[config.mk]
export PLATFORM = sky130hd
export DESIGN_NAME = socks5_connect_handshake_core
export DESIGN_NICKNAME = d
export VERILOG_FILES = /design/src/hw/rtl/s5hs_pkg.sv /design/src/hw/rtl/s5hs_fsm.sv /design/src/hw/rtl/s5hs_emit.sv /design/src/hw/rtl/socks5_connect_handshake_core.sv
export SDC_FILE = /design/constraint.sdc
export NUM_CORES = 1
export LEC_CHECK = 0
export BUFFER_PORTS_ARGS = -buffer_cell sky130_fd_sc_hd__buf_2
export CELL_PAD_IN_SITES_DETAIL_PLACEMENT = 0
export CELL_PAD_IN_SITES_GLOBAL_PLACEMENT = 1
export CORE_UTILIZATION = 35
export CTS_CLUSTER_SIZE = 14
export DETAILED_ROUTE_END_ITERATION = 16
export PLACE_DENSITY = 0.59
export SLEW_MARGIN = 0
export SYNTH_ARGS = -nofsm -noshare
export SYNTH_HDL_FRONTEND = slang
export SYNTH_SLANG_ARGS = --single-unit
[constraint.sdc]
create_clock -name clk -period 5.6 [get_ports clk]
set_input_delay 0.56 -clock clk [delete_from_list [all_inputs] [get_ports clk]]
set_output_delay 0.56 -clock clk [all_outputs]
set_load 0.01 [all_outputs]
[src/hw/rtl/s5hs_pkg.sv]
// Shared types and constants for the SOCKS5 connect handshake core.
`default_nettype none

package s5hs_pkg;

	localparam int unsigned ReplyMax = 10;
	localparam int unsigned IdxW = $clog2(ReplyMax);

	localparam logic [7:0] SocksVer     = 8'h05;
	localparam logic [7:0] CmdConnect   = 8'h01;
	localparam logic [7:0] RsvByte      = 8'h00;
	localparam logic [7:0] MethodNoAuth = 8'h00;
	localparam logic [7:0] AtypV4       = 8'h01;
	localparam logic [7:0] AtypV6       = 8'h04;
	localparam logic [7:0] RepSuccess   = 8'h00;
	localparam logic [7:0] RepGenFail   = 8'h01;

	// address plus port byte counts
	localparam logic [4:0] DestLenV4 = 5'd6;
	localparam logic [4:0] DestLenV6 = 5'd18;

	localparam logic [4:0] ReqHdrLast = 5'd3;

	typedef enum logic [2:0] {
		PH_GREET_HDR = 3'd0,
		PH_METHODS   = 3'd1,
		PH_REQ_HDR   = 3'd2,
		PH_DEST      = 3'd3,
		PH_OUTCOME   = 3'd4,
		PH_FORWARD   = 3'd5,
		PH_FAIL      = 3'd6
	} phase_t;

	typedef enum logic [2:0] {
		K_REPLY    = 3'd0,
		K_FORWARD  = 3'd1,
		K_DEST     = 3'd2,
		K_FAILED   = 3'd3,
		K_NOTREADY = 3'd4
	} kind_t;

	typedef struct packed {
		logic        req_type;
		logic [7:0]  in_byte;
		logic        connect_ok;
		logic        bound_ok;
		logic [31:0] bound_addr;
		logic [15:0] bound_port;
	} in_item_t;

	typedef struct packed {
		kind_t      kind;
		logic [7:0] out_byte;
		logic       addr_is_v6;
		logic       last;
	} out_item_t;

	// one run of result words produced by a single input word
	typedef struct packed {
		kind_t                         kind;
		logic                          v6;
		logic                          last_flag;
		logic [IdxW-1:0]               len;
		logic [ReplyMax-1:0][7:0]      bytes;
	} burst_t;

endpackage

`default_nettype wire

[src/hw/rtl/s5hs_fsm.sv]
// Handshake phase tracking and per-word decode into a result run.
`default_nettype none

module s5hs_fsm (
	input  wire logic                clk,
	input  wire logic                arst_n,
	input  wire logic                go,
	input  wire s5hs_pkg::in_item_t  item,
	output s5hs_pkg::burst_t         burst
);

	s5hs_pkg::phase_t phase_q, phase_n;
	logic [4:0] byte_count_q, byte_count_n;
	logic [7:0] methods_left_q, methods_left_n;
	logic       no_auth_q, no_auth_n;
	logic       dest_v6_q, dest_v6_n;

	logic       fail;
	logic [7:0] b;
	logic [7:0] ml_dec;
	logic [4:0] bc_inc;
	logic [4:0] need;
	logic       seen;

	assign b      = item.in_byte;
	assign ml_dec = methods_left_q - 8'd1;
	assign bc_inc = byte_count_q + 5'd1;
	assign need   = dest_v6_q ? s5hs_pkg::DestLenV6 : s5hs_pkg::DestLenV4;
	assign seen   = no_auth_q | (b == s5hs_pkg::MethodNoAuth);

	always_comb begin
		phase_n        = phase_q;
		byte_count_n   = byte_count_q;
		methods_left_n = methods_left_q;
		no_auth_n      = no_auth_q;
		dest_v6_n      = dest_v6_q;
		fail           = 1'b0;
		burst           = '0;
		burst.kind      = s5hs_pkg::K_NOTREADY;
		burst.len       = s5hs_pkg::IdxW'(1);
		burst.last_flag = 1'b1;

		if (phase_q >= s5hs_pkg::PH_FAIL) begin
			fail = 1'b1;
		end else if (item.req_type) begin
			if (phase_q != s5hs_pkg::PH_OUTCOME) begin
				// outcome out of place: hold state
			end else if (!item.connect_ok) begin
				fail = 1'b1;
			end else begin
				burst.kind     = s5hs_pkg::K_REPLY;
				burst.len      = s5hs_pkg::IdxW'(s5hs_pkg::ReplyMax);
				burst.bytes[0] = s5hs_pkg::SocksVer;
				burst.bytes[1] = item.bound_ok ? s5hs_pkg::RepSuccess
				                               : s5hs_pkg::RepGenFail;
				burst.bytes[2] = s5hs_pkg::RsvByte;
				burst.bytes[3] = s5hs_pkg::AtypV4;
				if (item.bound_ok) begin
					burst.bytes[4] = item.bound_addr[31:24];
					burst.bytes[5] = item.bound_addr[23:16];
					burst.bytes[6] = item.bound_addr[15:8];
					burst.bytes[7] = item.bound_addr[7:0];
					burst.bytes[8] = item.bound_port[15:8];
					burst.bytes[9] = item.bound_port[7:0];
				end
				phase_n      = s5hs_pkg::PH_FORWARD;
				byte_count_n = '0;
			end
		end else begin
			unique case (phase_q)
				s5hs_pkg::PH_GREET_HDR: begin
					if (byte_count_q == '0) begin
						if (b != s5hs_pkg::SocksVer) fail = 1'b1;
						else byte_count_n = 5'd1;
					end else if (b == 8'd0) begin
						fail = 1'b1;
					end else begin
						methods_left_n = b;
						no_auth_n      = 1'b0;
						byte_count_n   = '0;
						phase_n        = s5hs_pkg::PH_METHODS;
					end
				end
				s5hs_pkg::PH_METHODS: begin
					no_auth_n      = seen;
					methods_left_n = ml_dec;
					if (ml_dec != 8'd0) begin
						// more methods to come
					end else if (!seen) begin
						fail = 1'b1;
					end else begin
						phase_n        = s5hs_pkg::PH_REQ_HDR;
						byte_count_n   = '0;
						burst.kind     = s5hs_pkg::K_REPLY;
						burst.len      = s5hs_pkg::IdxW'(2);
						burst.bytes[0] = s5hs_pkg::SocksVer;
						burst.bytes[1] = s5hs_pkg::MethodNoAuth;
					end
				end
				s5hs_pkg::PH_REQ_HDR: begin
					if ((byte_count_q == 5'd0 && b != s5hs_pkg::SocksVer) ||
					    (byte_count_q == 5'd1 && b != s5hs_pkg::CmdConnect) ||
					    (byte_count_q == 5'd2 && b != s5hs_pkg::RsvByte)) begin
						fail = 1'b1;
					end else if (byte_count_q < s5hs_pkg::ReqHdrLast) begin
						byte_count_n = bc_inc;
					end else if (b == s5hs_pkg::AtypV4 || b == s5hs_pkg::AtypV6) begin
						dest_v6_n    = (b == s5hs_pkg::AtypV6);
						byte_count_n = '0;
						phase_n      = s5hs_pkg::PH_DEST;
					end else begin
						fail = 1'b1;
					end
				end
				s5hs_pkg::PH_DEST: begin
					burst.kind      = s5hs_pkg::K_DEST;
					burst.v6        = dest_v6_q;
					burst.bytes[0]  = b;
					burst.last_flag = (bc_inc >= need);
					if (bc_inc >= need) begin
						byte_count_n = '0;
						phase_n      = s5hs_pkg::PH_OUTCOME;
					end else begin
						byte_count_n = bc_inc;
					end
				end
				s5hs_pkg::PH_OUTCOME: begin
					// early client word: drop
				end
				s5hs_pkg::PH_FORWARD: begin
					burst.kind     = s5hs_pkg::K_FORWARD;
					burst.bytes[0] = b;
				end
				default: begin
					fail = 1'b1;
				end
			endcase
		end

		if (fail) begin
			phase_n         = s5hs_pkg::PH_FAIL;
			burst           = '0;
			burst.kind      = s5hs_pkg::K_FAILED;
			burst.len       = s5hs_pkg::IdxW'(1);
			burst.last_flag = 1'b1;
		end
	end

	always_ff @(posedge clk or negedge arst_n) begin
		if (!arst_n) begin
			phase_q        <= s5hs_pkg::PH_GREET_HDR;
			byte_count_q   <= '0;
			methods_left_q <= '0;
			no_auth_q      <= 1'b0;
			dest_v6_q      <= 1'b0;
		end else if (go) begin
			phase_q        <= phase_n;
			byte_count_q   <= byte_count_n;
			methods_left_q <= methods_left_n;
			no_auth_q      <= no_auth_n;
			dest_v6_q      <= dest_v6_n;
		end
	end

endmodule

`default_nettype wire

[src/hw/rtl/s5hs_emit.sv]
// Result register that plays out one run of result words, one word per cycle while rsp_stall is low.
`default_nettype none

module s5hs_emit (
	input  wire logic                clk,
	input  wire logic                arst_n,
	input  wire logic                load,
	input  wire s5hs_pkg::burst_t    burst,
	output logic                     ready,
	output logic                     rsp_valid,
	input  wire logic                rsp_stall,
	output s5hs_pkg::out_item_t      rsp_data
);

	logic                        busy_q;
	logic [s5hs_pkg::IdxW-1:0]   idx_q;
	s5hs_pkg::burst_t            burst_q;

	logic out_fire;
	logic beat_last;

	assign beat_last = (idx_q == burst_q.len - s5hs_pkg::IdxW'(1));
	assign out_fire  = busy_q && !rsp_stall;
	assign ready     = !busy_q || (out_fire && beat_last);

	assign rsp_valid           = busy_q;
	assign rsp_data.kind       = burst_q.kind;
	assign rsp_data.out_byte   = burst_q.bytes[idx_q];
	assign rsp_data.addr_is_v6 = burst_q.v6;
	assign rsp_data.last       = beat_last && burst_q.last_flag;

	always_ff @(posedge clk or negedge arst_n) begin
		if (!arst_n) begin
			busy_q <= 1'b0;
			idx_q  <= '0;
		end else if (load) begin
			busy_q <= 1'b1;
			idx_q  <= '0;
		end else if (out_fire) begin
			if (beat_last) busy_q <= 1'b0;
			else idx_q <= idx_q + s5hs_pkg::IdxW'(1);
		end
	end

	always_ff @(posedge clk) begin
		if (load) burst_q <= burst;
	end

	a_idx_in_run: assert property (@(posedge clk) disable iff (!arst_n)
		busy_q |-> (idx_q < burst_q.len))
		else $error("run index beyond run length");

	a_multi_is_reply: assert property (@(posedge clk) disable iff (!arst_n)
		(busy_q && burst_q.len != s5hs_pkg::IdxW'(1)) |->
		(burst_q.kind == s5hs_pkg::K_REPLY))
		else $error("multi-word run that is not a reply");

	a_drain_idle: assert property (@(posedge clk) disable iff (!arst_n)
		(out_fire && beat_last && !load) |=> !busy_q)
		else $error("result register still busy after final word");

	a_load_ready: assert property (@(posedge clk) disable iff (!arst_n)
		load |-> (!busy_q || (out_fire && beat_last)))
		else $error("run loaded over words not yet delivered");

endmodule

`default_nettype wire

[src/hw/rtl/socks5_connect_handshake_core.sv]
// Top level of the SOCKS5 no-auth CONNECT handshake server core.
// An accepted word is held in the input register, then decoded and loaded into the result
// register once that register is ready; the result register then offers its first result word.
// One input word per cycle when each word yields one result and rsp_stall stays low; a word with
// n results holds later words until its last is taken (greeting reply 2, bound-address reply 10).
// Reset: arst_n clears the phase to greeting header, all counters and flags, and drops held words.
`default_nettype none

module socks5_connect_handshake_core (
	input  wire logic                clk,
	input  wire logic                arst_n,
	input  wire logic                req_valid,
	output logic                     req_stall,
	input  wire s5hs_pkg::in_item_t  req_data,
	output logic                     rsp_valid,
	input  wire logic                rsp_stall,
	output s5hs_pkg::out_item_t      rsp_data
);

	logic                 valid_s1;
	s5hs_pkg::in_item_t   item_s1;
	logic                 emit_ready;
	logic                 go;
	s5hs_pkg::burst_t     burst;

	assign go        = valid_s1 && emit_ready;
	assign req_stall = valid_s1 && !emit_ready;

	always_ff @(posedge clk or negedge arst_n) begin
		if (!arst_n) begin
			valid_s1 <= 1'b0;
		end else if (!req_stall) begin
			valid_s1 <= req_valid;
		end
	end

	always_ff @(posedge clk) begin
		if (req_valid && !req_stall) item_s1 <= req_data;
	end

	s5hs_fsm u_fsm (
		.clk    (clk),
		.arst_n (arst_n),
		.go     (go),
		.item   (item_s1),
		.burst  (burst)
	);

	s5hs_emit u_emit (
		.clk       (clk),
		.arst_n    (arst_n),
		.load      (go),
		.burst     (burst),
		.ready     (emit_ready),
		.rsp_valid (rsp_valid),
		.rsp_stall (rsp_stall),
		.rsp_data  (rsp_data)
	);

endmodule

`default_nettype wire

==> qor.yml, run 1 <==
wire_per_inst_um: 15.9
dp.cells: 801
crit_required_ns: 5.96
final_cells: 834
path_class: "reg -> reg"
topRoutingLayerUsed: "met4"
placed_area_mm2: 0.00722
area_delta_synth_final_pct: 17.2
final_nets: 659
tightest_slew_ns: 0.784
wl_met2_um: 6120
dieArea_mm2: 0.0195
syn-num-nets: 592
setup_viol: 0
portBuffers: 77
clock_latency_ns: 0.41
cts_tree: "built"
wl_um: 13200
cts_root_buffer: "clkbuf_16"
viasPerCell: 4.89
fill_cells: 1762
finalHoldViolations: 0
yosys_warnings: 0
async_flop_share: 0.161
cp.buffers_inverters: 1
final_util: 0.418
ys_seq_elements: 149
final_area_mm2: 0.00779
h-tree-depth: 4
clock_sinks: 149
fin_crit_sh: 0.575
final_common_cell: "edfxtp_1"
path_cells: "inv_1 -> ha_1 -> or4b_4 -> nor4b_2 -> a211oi_1 -> o41ai_2 -> nand4bb_1 -> or4b_1 -> nand2_1"
clock_skew_ns: 0.00514
critPathLaunchType: "flop"
path_clk_slew_ns: 0.06
gp_congestion: 0.801
slew_violations: 0
grt_pass1_vias: 4088
drive_gt1_frac: 0.212
clk_path_buf_depth: 2
rows: 50
end_kind: "flop"
yosysSeqAreaShare: 0.655
crit_family: "simple AND/OR/NAND/NOR gates"
grt_setup_unrepaired: "false"
final.min_clock_period_ns: 3.22
crit_fanout: 10
synth.cell_area_mm2: 0.00665
drc: 0
wl_met3_um: 531
cpMaxStageDelayCell: "or4b_1"
syn_avg_cell_area_um2: 12.8
die_w_um: 140
critPathMaxStageDelay_ns: 0.59
mostFrequentLayoutCells: "125 x edfxtp_1, 77 x buf_2, 59 x and2_1, 43 x nor2_1, 32 x nand2_1"
post_cts_resized: 0
critical_path_arrival_ns: 3.58
ioPinCount: 78
start_util: 0.356
synth_cell_types: 53
ff2ff_setup_slack_ns: 2.38
status: "finished clean"
place_hpwl_um: 9120
grt_pass1_wl_um: 21100
ir_worst_vdd_mv: 0.225
cellPowerDensity_mw_per_mm2: 448
max-slew-margin-rel: 0.476
total_leakage_power_nw: 2.97
core-area_mm2: 0.0186
die_height_um: 140
maxCapViolCount: 0
grt_overflow: 0
syn_inst: 519
timing.rr.start: "u_fsm.methods_left_q[1]$_DFFE_PN0P_"
fmax_mhz: 310
hp-class: "in -> async"
postCtsHoldBufs: 0
whs_ns: 0.150
cts_buffers: 17
final.setup.tns_ns: 0
ant_nets: 0
startpoint: "u_fsm.methods_left_q[1]$_DFFE_PN0P_"
grt_max_degree: 49
vias: 4075
track_usage: 0.143
wl_met1_um: 6420
synth-edff-count: 125
firstDrtPassIters: 6
antenna_found_initial: 1
synthFlopType: "edfxtp_1"
postCtsSetupRepairBufs: 0
drt_iter0_markers: 183
[power by group]
group          leakage, nW  internal, mW  total, mW  switching (mW)
Clock                0.281         0.622       1.10           0.473
Sequential            1.45          1.40       1.56           0.165
Combinational         1.25         0.342      0.836           0.494
[cell type report]
class	instances	area [um2]	share of cell area
flip-flops and latches	149	4350	0.559
multi-input cells	319	2090	0.269
clock buffers	17	425	0.0546
repair buffers	80	408	0.0524
well taps	234	293	0.0376
clock inverters	15	141	0.0182
inverters	19	71.3	0.00916
diodes	1	2.50	0.000321
[routing by layer]
layer,vias to the layer above,track usage
met5,-,0
met4,0,0.0544
met3,14,0.0423
met2,81,0.224
met1,1935,0.186
li1,2045,-
[flip-flops by register name (all words and copies together), names as in the netlist]
signal	cells
u_emit.burst_q	62
item_s1	59
u_fsm.methods_left_q	8
u_fsm.byte_count_q	5
u_emit.idx_q	4
u_emit.rsp_data	4
u_fsm.phase_q	3
u_emit.rsp_valid	1
u_fsm.dest_v6_q	1
u_fsm.no_auth_q	1
valid_s1	1
[synth_stat cells, drive strengths merged (6+ instances only)]
cell type	number	area [um2]
nor3	10	50.1
nor2	43	161
o22ai	8	50.1
and2	59	369
edfxtp	125	3750
ha	10	125
a21oi	26	130
o21ai	28	140
inv	19	71.3
dfrtp	24	601
nand3	9	45.0
mux2i	12	120
nand2	32	120
mux4	8	180
buf	7	42.5
o41ai	6	60.1
clkbuf	25	93.8
[worst reg2reg max path, cell delays in order, from the launching register on]
cell       delay, ns
dfrtp_1         0.40
inv_1           0.10
ha_1            0.31
or4b_4          0.52
nor4b_2         0.22
a211oi_1        0.09
o41ai_2         0.44
nand4bb_1       0.43
or4b_1          0.59
nand2_1         0.07
[per-stage QoR]
step	setup WS, ns	power (mW)
final	2.38	3.49
after global routing	2.08	3.68
after CTS	2.35	3.53
after detailed placement	2.37	2.43
after global placement	2.47	2.42
after floorplan	1.16	2.16
[logic make-up (layout without fill, tap and decap cells)]
kind of cell	after synthesis	after routing	share of synthesized area
and+or+nand+nor	185	185	0.149
DFF	149	149	0.655
AOI/OAI and AO/OA	97	97	0.0911
buffers and inverters	51	131	0.0313
muxes	20	20	0.0452
adders and majority gates	10	10	0.0188
xor gates and xnor gates	7	7	0.00923
other	0	1	0
[final timing paths]
kind / endpoint / cells past startpoint
worst max register to register: u_fsm.byte_count_q[2]$_DFFE_PN0P_ / 9
worst max-delay path: u_fsm.byte_count_q[2]$_DFFE_PN0P_ / 9
min in group clk: item_s1[50]$_DFFE_PP_ / 1
worst min register to register: u_fsm.no_auth_q$_DFFE_PN0P_ / 2
worst min-delay path: u_fsm.byte_count_q[2]$_DFFE_PN0P_ / 1
max in group asynchronous: u_fsm.methods_left_q[5]$_DFFE_PN0P_ / 1
(Power assumes the default switching activity.)
==> inputs of run 2 (changes only) <==
clock period = 3.15 ns   (was 5.6 ns; I/O delays follow)
==> qor.yml, run 2 (synthesis results as in run 1) <==
final.min_clock_period_ns: 2.88  # was 3.22 ns
vias: 4153  # was 4,075
path_clk_slew_ns: 0.07  # was 0.06 ns
cpMaxStageDelayCell: "or4b_4"  # was or4b_1
clock_skew_ns: 0.00790  # was 0.00514 ns
largestRegisters: "u_emit.burst_q x62, item_s1 x59, u_fsm.methods_left_q x8"  # unchanged
clock_latency_ns: 0.42  # was 0.41 ns
track_usage: 0.146  # was 0.143
fill_cells: 1740  # was 1,762
fmax_mhz: 347  # was 310 MHz
mostFrequentLayoutCells: "125 x edfxtp_1, 77 x buf_2, 59 x and2_1, 43 x nor2_1, 32 x nand2_1"  # unchanged
ioPinCount: 78  # unchanged
maxCapViolCount: 0  # unchanged
cts_buffers: 17  # unchanged
cts_tree: "built"  # unchanged
gp_congestion: 0.758  # was 0.801
status: "finished clean"  # unchanged
hp-class: "in -> reg"  # was in -> async
grt_setup_unrepaired: "false"  # unchanged
rows: 50  # unchanged
core-area_mm2: 0.0186  # unchanged
critPathLaunchType: "flop"  # unchanged
clock_sinks: 149  # unchanged
crit_required_ns: 3.46  # was 5.96 ns
ir_worst_vdd_mv: 0.395  # was 0.225 mV
final_util: 0.427  # was 0.418
crit_fanout: 9  # was 10
grt_max_degree: 63  # was 49
grt_overflow: 0  # unchanged
setup_viol: 0  # unchanged
critPathMaxStageDelay_ns: 0.52  # was 0.59 ns
pre_cts_slack_ns: 0.248  # was 2.37 ns
h-tree-depth: 4  # unchanged
end_kind: "flop"  # unchanged
power.total_mw: 6.47  # was 3.49 mW
n_antenna_cell: 0  # was 1
cellPowerDensity_mw_per_mm2: 814  # was 448 mW/mm2
finalWorstSetupSlack_ns: 0.266  # was 2.38 ns
drive_gt1_frac: 0.225  # was 0.212
path_class: "reg -> reg"  # unchanged
antenna_found_initial: 1  # unchanged
max-slew-margin-rel: 0.558  # was 0.476
wire_per_inst_um: 15.8  # was 15.9 um
regMostFlops: "u_emit.burst_q"  # unchanged
slew_violations: 0  # unchanged
area_delta_synth_final_pct: 19.7  # was 17.2%
grt_pass1_vias: 4163  # was 4,088
ant_nets: 0  # unchanged
drt_iter0_markers: 202  # was 183
clk_path_buf_depth: 2  # unchanged
largest_reg_flops: 62  # unchanged
firstDrtPassIters: 6  # unchanged
dieArea_mm2: 0.0195  # unchanged
cts_root_buffer: "clkbuf_16"  # unchanged
fin_crit_sh: 0.916  # was 0.575
critical_path_arrival_ns: 3.19  # was 3.58 ns
grt_pass1_wl_um: 21500  # was 21,100 um
start_util: 0.356  # unchanged
total_leakage_power_nw: 3.05  # was 2.97 nW
drc: 0  # unchanged
die_height_um: 140  # unchanged
die_w_um: 140  # unchanged
portBuffers: 77  # unchanged
tightest_slew_ns: 0.657  # was 0.784 ns
final_nets: 669  # was 659
finalHoldViolations: 0  # unchanged
place_hpwl_um: 9150  # was 9120 um
final_common_cell: "edfxtp_1"  # unchanged
viasPerCell: 4.93  # was 4.89
final.setup.tns_ns: 0  # unchanged
whs_ns: 0.0638  # was 0.150 ns
path_cells: "inv_1 -> ha_1 -> or4b_4 -> nor4b_2 -> a211oi_1 -> o41ai_2 -> nand4bb_1 -> buf_4 -> o41ai_1"  # was inv_1 -> ha_1 -> or4b_4 -> nor4b_2 -> a211oi_1 -> o41ai_2 -> nand4bb_1 -> or4b_1 -> nand2_1
wl_um: 13400  # was 13,200 um
## run 2: repair_timing
| action | CTS | global route |
|---|---|---|
| hold buffers | 1 | 0 |
| endpoints found under the hold margin | 24 | 0 |
| gates resized for setup | 0 | 0 |
| setup buffers | 0 | 0 |
## run 2: worst max-delay path, delay by kind of cell, from the launching register on
kind,cells,cell delay [ns]
adders and majority gates,1,0.29
DFF,1,0.42
buffers and inverters,2,0.29
AOI/OAI and AO/OA,3,0.85
and+or+nand+nor,3,0.91
## run 2: power breakdown
part / internal (mW) / leakage [nW] / switching, mW
combinational: 0.658 / 1.29 / 0.950
clock: 1.29 / 0.310 / 0.876
sequential: 2.48 / 1.45 / 0.222
total: 4.42 / 3.05 / 2.05
## run 2: worst paths after layout
path / from / to / slack (ns) / cells after the start
setup / recovery: u_fsm.methods_left_q[0]$_DFFE_PN0P_ / u_fsm.byte_count_q[3]$_DFFE_PN0P_ / 0.27 / 9
hold / removal: req_data[21] / item_s1[21]$_DFFE_PP_ / 0.06 / 1
setup reg to reg: u_fsm.methods_left_q[0]$_DFFE_PN0P_ / u_fsm.byte_count_q[3]$_DFFE_PN0P_ / 0.27 / 9
hold reg to reg: item_s1[20]$_DFFE_PP_ / u_emit.burst_q[60]$_SDFFCE_PP0P_ / 0.52 / 1
max in group asynchronous: arst_n / valid_s1$_DFFE_PN0N_ / 2.27 / 2
min in group asynchronous: arst_n / u_fsm.byte_count_q[1]$_DFFE_PN0P_ / 0.45 / 2
## run 2: area by class of cell
cell class	count	area, um2	area share
sequential	149	4350	0.547
clock inverter	15	205	0.0258
inverter	19	75.1	0.00944
timing repair buffer	90	510	0.0642
tap	234	293	0.0368
clock buffer	17	425	0.0535
multi-input combinational	319	2090	0.263
## run 2: per-stage QoR
step | instance area, um2 | instances
after floorplan | 6660 | 519
after global placement | 7310 | 810
after detailed placement | 7310 | 810
after CTS | 7950 | 843
after global routing | 7950 | 843
final | 7950 | 843
## run 2: per-layer routing
metal / vias to the layer above / routed length, um / track usage
li1: 2061 / - / -
met1: 1988 / 6240 / 0.189
met2: 88 / 6360 / 0.231
met3: 14 / 585 / 0.0475
met4: 2 / 156 / 0.0492
met5: - / 10 / 0
==> inputs of run 3 (changes only) <==
ABC_AREA = 1   (was unset)
PLACE_DENSITY = 0.61   (was 0.59)
==> qor.yml, run 3 <==
critPathLaunchType: "flop"  # unchanged
tightest_slew_ns: 0.633  # was 0.657 ns
whs_ns: 0.0592  # was 0.0638 ns
die_w_um: 143  # was 140 um
dieArea_mm2: 0.0204  # was 0.0195 mm2
clock_skew_ns: 0.0127  # was 0.00790 ns
antenna_found_initial: 0  # was 1
n_antenna_cell: 0  # unchanged
postCtsSetupRepairBufs: 0  # unchanged
final_util: 0.423  # was 0.427
clkPwrFrac: 0.290  # was 0.334
p_switching_mw: 2.64  # was 2.05 mW
max-slew-margin-rel: 0.578  # was 0.558
drt_iter0_markers: 287  # was 202
cts_buffers: 17  # unchanged
end_kind: "flop"  # unchanged
fmax_mhz: 402  # was 347 MHz
gp_congestion: 0.846  # was 0.758
crit_required_ns: 3.25  # was 3.46 ns
track_usage: 0.156  # was 0.146
cts_root_buffer: "clkbuf_16"  # unchanged
synth.cell_area_mm2: 0.00694  # was 0.00665 mm2
fin_crit_sh: 0.789  # was 0.916
drc: 0  # unchanged
ioPinCount: 78  # unchanged
cp.buffers_inverters: 6  # was 2
grt_pass1_wl_um: 23800  # was 21,500 um
mostFrequentLayoutCells: "125 x nor2_1, 125 x edfxtp_1, 110 x nand2_1, 107 x inv_1, 77 x buf_2"  # was 125 x edfxtp_1, 77 x buf_2, 59 x and2_1, 43 x nor2_1, 32 x nand2_1
clock_sinks: 149  # unchanged
syn_inst: 688  # was 519
status: "finished clean"  # unchanged
combinationalPowerShare: 0.303  # was 0.248
syn-num-nets: 761  # was 592
async_flop_share: 0.161  # unchanged
final.setup.tns_ns: 0  # unchanged
grt.busiest_layer: "met2"  # unchanged
core-area_mm2: 0.0195  # was 0.0186 mm2
firstDrtPassIters: 5  # was 6
crit_fanout: 48  # was 9
setup_viol: 0  # unchanged
drive_gt1_frac: 0.197  # was 0.225
total_leakage_power_nw: 3.61  # was 3.05 nW
p_int_mw: 4.47  # was 4.42 mW
syn_avg_cell_area_um2: 10.1  # was 12.8 um2
wire_per_inst_um: 14.2  # was 15.8 um
slew_violations: 0  # unchanged
grt_setup_unrepaired: "false"  # unchanged
wl_um: 14900  # was 13,400 um
grt_overflow: 0  # unchanged
regMostFlops: "u_emit.burst_q"  # unchanged
ant_nets: 0  # unchanged
yosys_warnings: 0  # unchanged
synth.top_cell.area_share: 0.541  # was 0.565
start_util: 0.357  # was 0.356
groute.layer.met1.usage: 0.205  # was 0.189
path_clk_slew_ns: 0.07  # about the same
portBuffers: 77  # unchanged
rows: 51  # was 50
maxCapViolCount: 0  # unchanged
critPathMaxStageDelay_ns: 0.39  # was 0.52 ns
synth_common_cells: "125 x edfxtp_1, 125 x nor2_1, 110 x nand2_1, 108 x inv_1, 33 x o21ai_0"  # was 125 x edfxtp_1, 59 x and2_1, 43 x nor2_1, 32 x nand2_1, 26 x a21oi_1
largest_reg_flops: 62  # unchanged
swShare: 0.371  # was 0.316
use_met3: 0.0376  # was 0.0475
synth_cell_types: 39  # was 53
ir_worst_vdd_mv: 0.402  # was 0.395 mV
synth-edff-count: 125  # unchanged
yosys.area.top_type: "edfxtp_1"  # unchanged
ys_seq_elements: 149  # unchanged
critical_path_arrival_ns: 2.59  # was 3.19 ns
grt_max_degree: 62  # was 63
power.total_mw: 7.11  # was 6.47 mW
area_delta_synth_final_pct: 18.5  # was 19.7%
synth.area.top_cells: "edfxtp_1 54%, dfrtp_1 8.7%, nor2_1 6.8%"  # was edfxtp_1 56%, dfrtp_1 9.0%, and2_1 5.6%
seq_power_share: 0.407  # was 0.418
viasPerCell: 4.57  # was 4.93
finalHoldViolations: 0  # unchanged
cellPowerDensity_mw_per_mm2: 864  # was 814 mW/mm2
largestRegisters: "u_emit.burst_q x62, item_s1 x59, u_fsm.methods_left_q x8"  # unchanged
post_cts_resized: 0  # unchanged
cpMostUsedCell: "inv_1"
final_nets: 841  # was 669
final.min_clock_period_ns: 2.49  # was 2.88 ns
cts_tree: "built"  # unchanged
crit_family: "buffers and inverters"  # was simple AND/OR/NAND/NOR gates
vias: 4778  # was 4,153
path_cells: "inv_1 -> ha_1 -> inv_1 -> o21ai_0 -> nor2_2 -> o211ai_2 -> nand2_2 -> nand2_4 -> inv_2 -> nor2_1 -> inv_1 -> nand2_1 -> inv_2 -> buf_12"  # was inv_1 -> ha_1 -> or4b_4 -> nor4b_2 -> a211oi_1 -> o41ai_2 -> nand4bb_1 -> buf_4 -> o41ai_1
postCtsHoldBufs: 1  # unchanged
grt_pass1_vias: 4565  # was 4,163
synthFlopType: "edfxtp_1"  # unchanged
path_class: "reg -> reg"  # unchanged
place_hpwl_um: 10800  # was 9150 um
h-tree-depth: 4  # unchanged
die_height_um: 143  # was 140 um
fill_cells: 1892  # was 1,740
yosysSeqAreaShare: 0.627  # was 0.655
clk_path_buf_depth: 2  # unchanged
hp-class: "in -> reg"  # unchanged
gr-usage-met2: 0.250  # was 0.231
cpMaxStageDelayCell: "edfxtp_1"  # was or4b_4
clock_latency_ns: 0.42  # about the same
[run 3: metal layers]
metal	up-vias	wire length, um
li1	2435	-
met1	2215	7040
met2	113	7080
met3	15	519
met4	0	225
met5	-	0
[run 3: path summary, 6_finish.rpt]
kind,startpoint,endpoint,slack [ns],cells after the start
max,u_emit.burst_q[80]$_SDFFCE_PP1P_,item_s1[43]$_DFFE_PP_,0.66,14
min,req_data[4],item_s1[4]$_DFFE_PP_,0.06,1
max reg2reg,u_emit.burst_q[80]$_SDFFCE_PP1P_,item_s1[43]$_DFFE_PP_,0.66,14
min reg2reg,u_fsm.no_auth_q$_DFFE_PN0P_,u_fsm.no_auth_q$_DFFE_PN0P_,0.49,2
max in group asynchronous,arst_n,u_emit.idx_q[0]$_DFFE_PN0P_,2.29,2
min in group asynchronous,arst_n,u_fsm.byte_count_q[3]$_DFFE_PN0P_,0.44,2
[run 3: through the flow]
stage,worst slack [ns],instance area [um2],cells
finish,0.665,8220,1046
floorplan,0.124,6940,688
CTS,0.650,8220,1046
detailed placement,0.650,7610,1013
global route,0.447,8220,1046
global placement,0.744,7610,1013
[run 3: worst reg2reg max path, delay by kind of cell, from the launching register on]
| kind | cells | cell delay, ns |
|---|---|---|
| buffers and inverters | 6 | 0.87 |
| and+or+nand+nor | 5 | 0.44 |
| DFF | 1 | 0.39 |
| adders and majority gates | 1 | 0.23 |
| AOI/OAI and AO/OA | 2 | 0.20 |
[run 3: cell families after synthesis]
kind of cell	count (synthesis)	share of synthesized area
flip-flops	149	0.627
AO/OA/AOI/OAI	86	0.0772
buffers and inverters	138	0.0800
XOR/XNOR	3	0.00379
adder cells (fa/ha/maj)	10	0.0180
AND/OR/NAND/NOR	294	0.182
multiplexers	8	0.0115
[run 3: power by group through the flow]
stage | clock (mW) | combinational (mW) | sequential [mW]
3_5_place_dp | 0 | 2.17 | 2.93
6_report | 2.06 | 2.16 | 2.89
5_1_grt | 2.20 | 2.43 | 2.93
3_3_place_gp | 0 | 2.17 | 2.93
2_1_floorplan | 0 | 1.64 | 2.80
4_1_cts | 2.11 | 2.18 | 2.89
[run 3: area by class of cell]
| cell class | count | area [um2] | share of cell area |
|---|---|---|---|
| Inverter | 115 | 434 | 0.0528 |
| Clock buffer | 17 | 425 | 0.0517 |
| Tap cell | 265 | 332 | 0.0403 |
| Clock inverter | 15 | 178 | 0.0216 |
| Sequential cell | 149 | 4350 | 0.529 |
| Timing Repair Buffer | 84 | 465 | 0.0566 |
| Multi-Input combinational cell | 401 | 2040 | 0.248 |
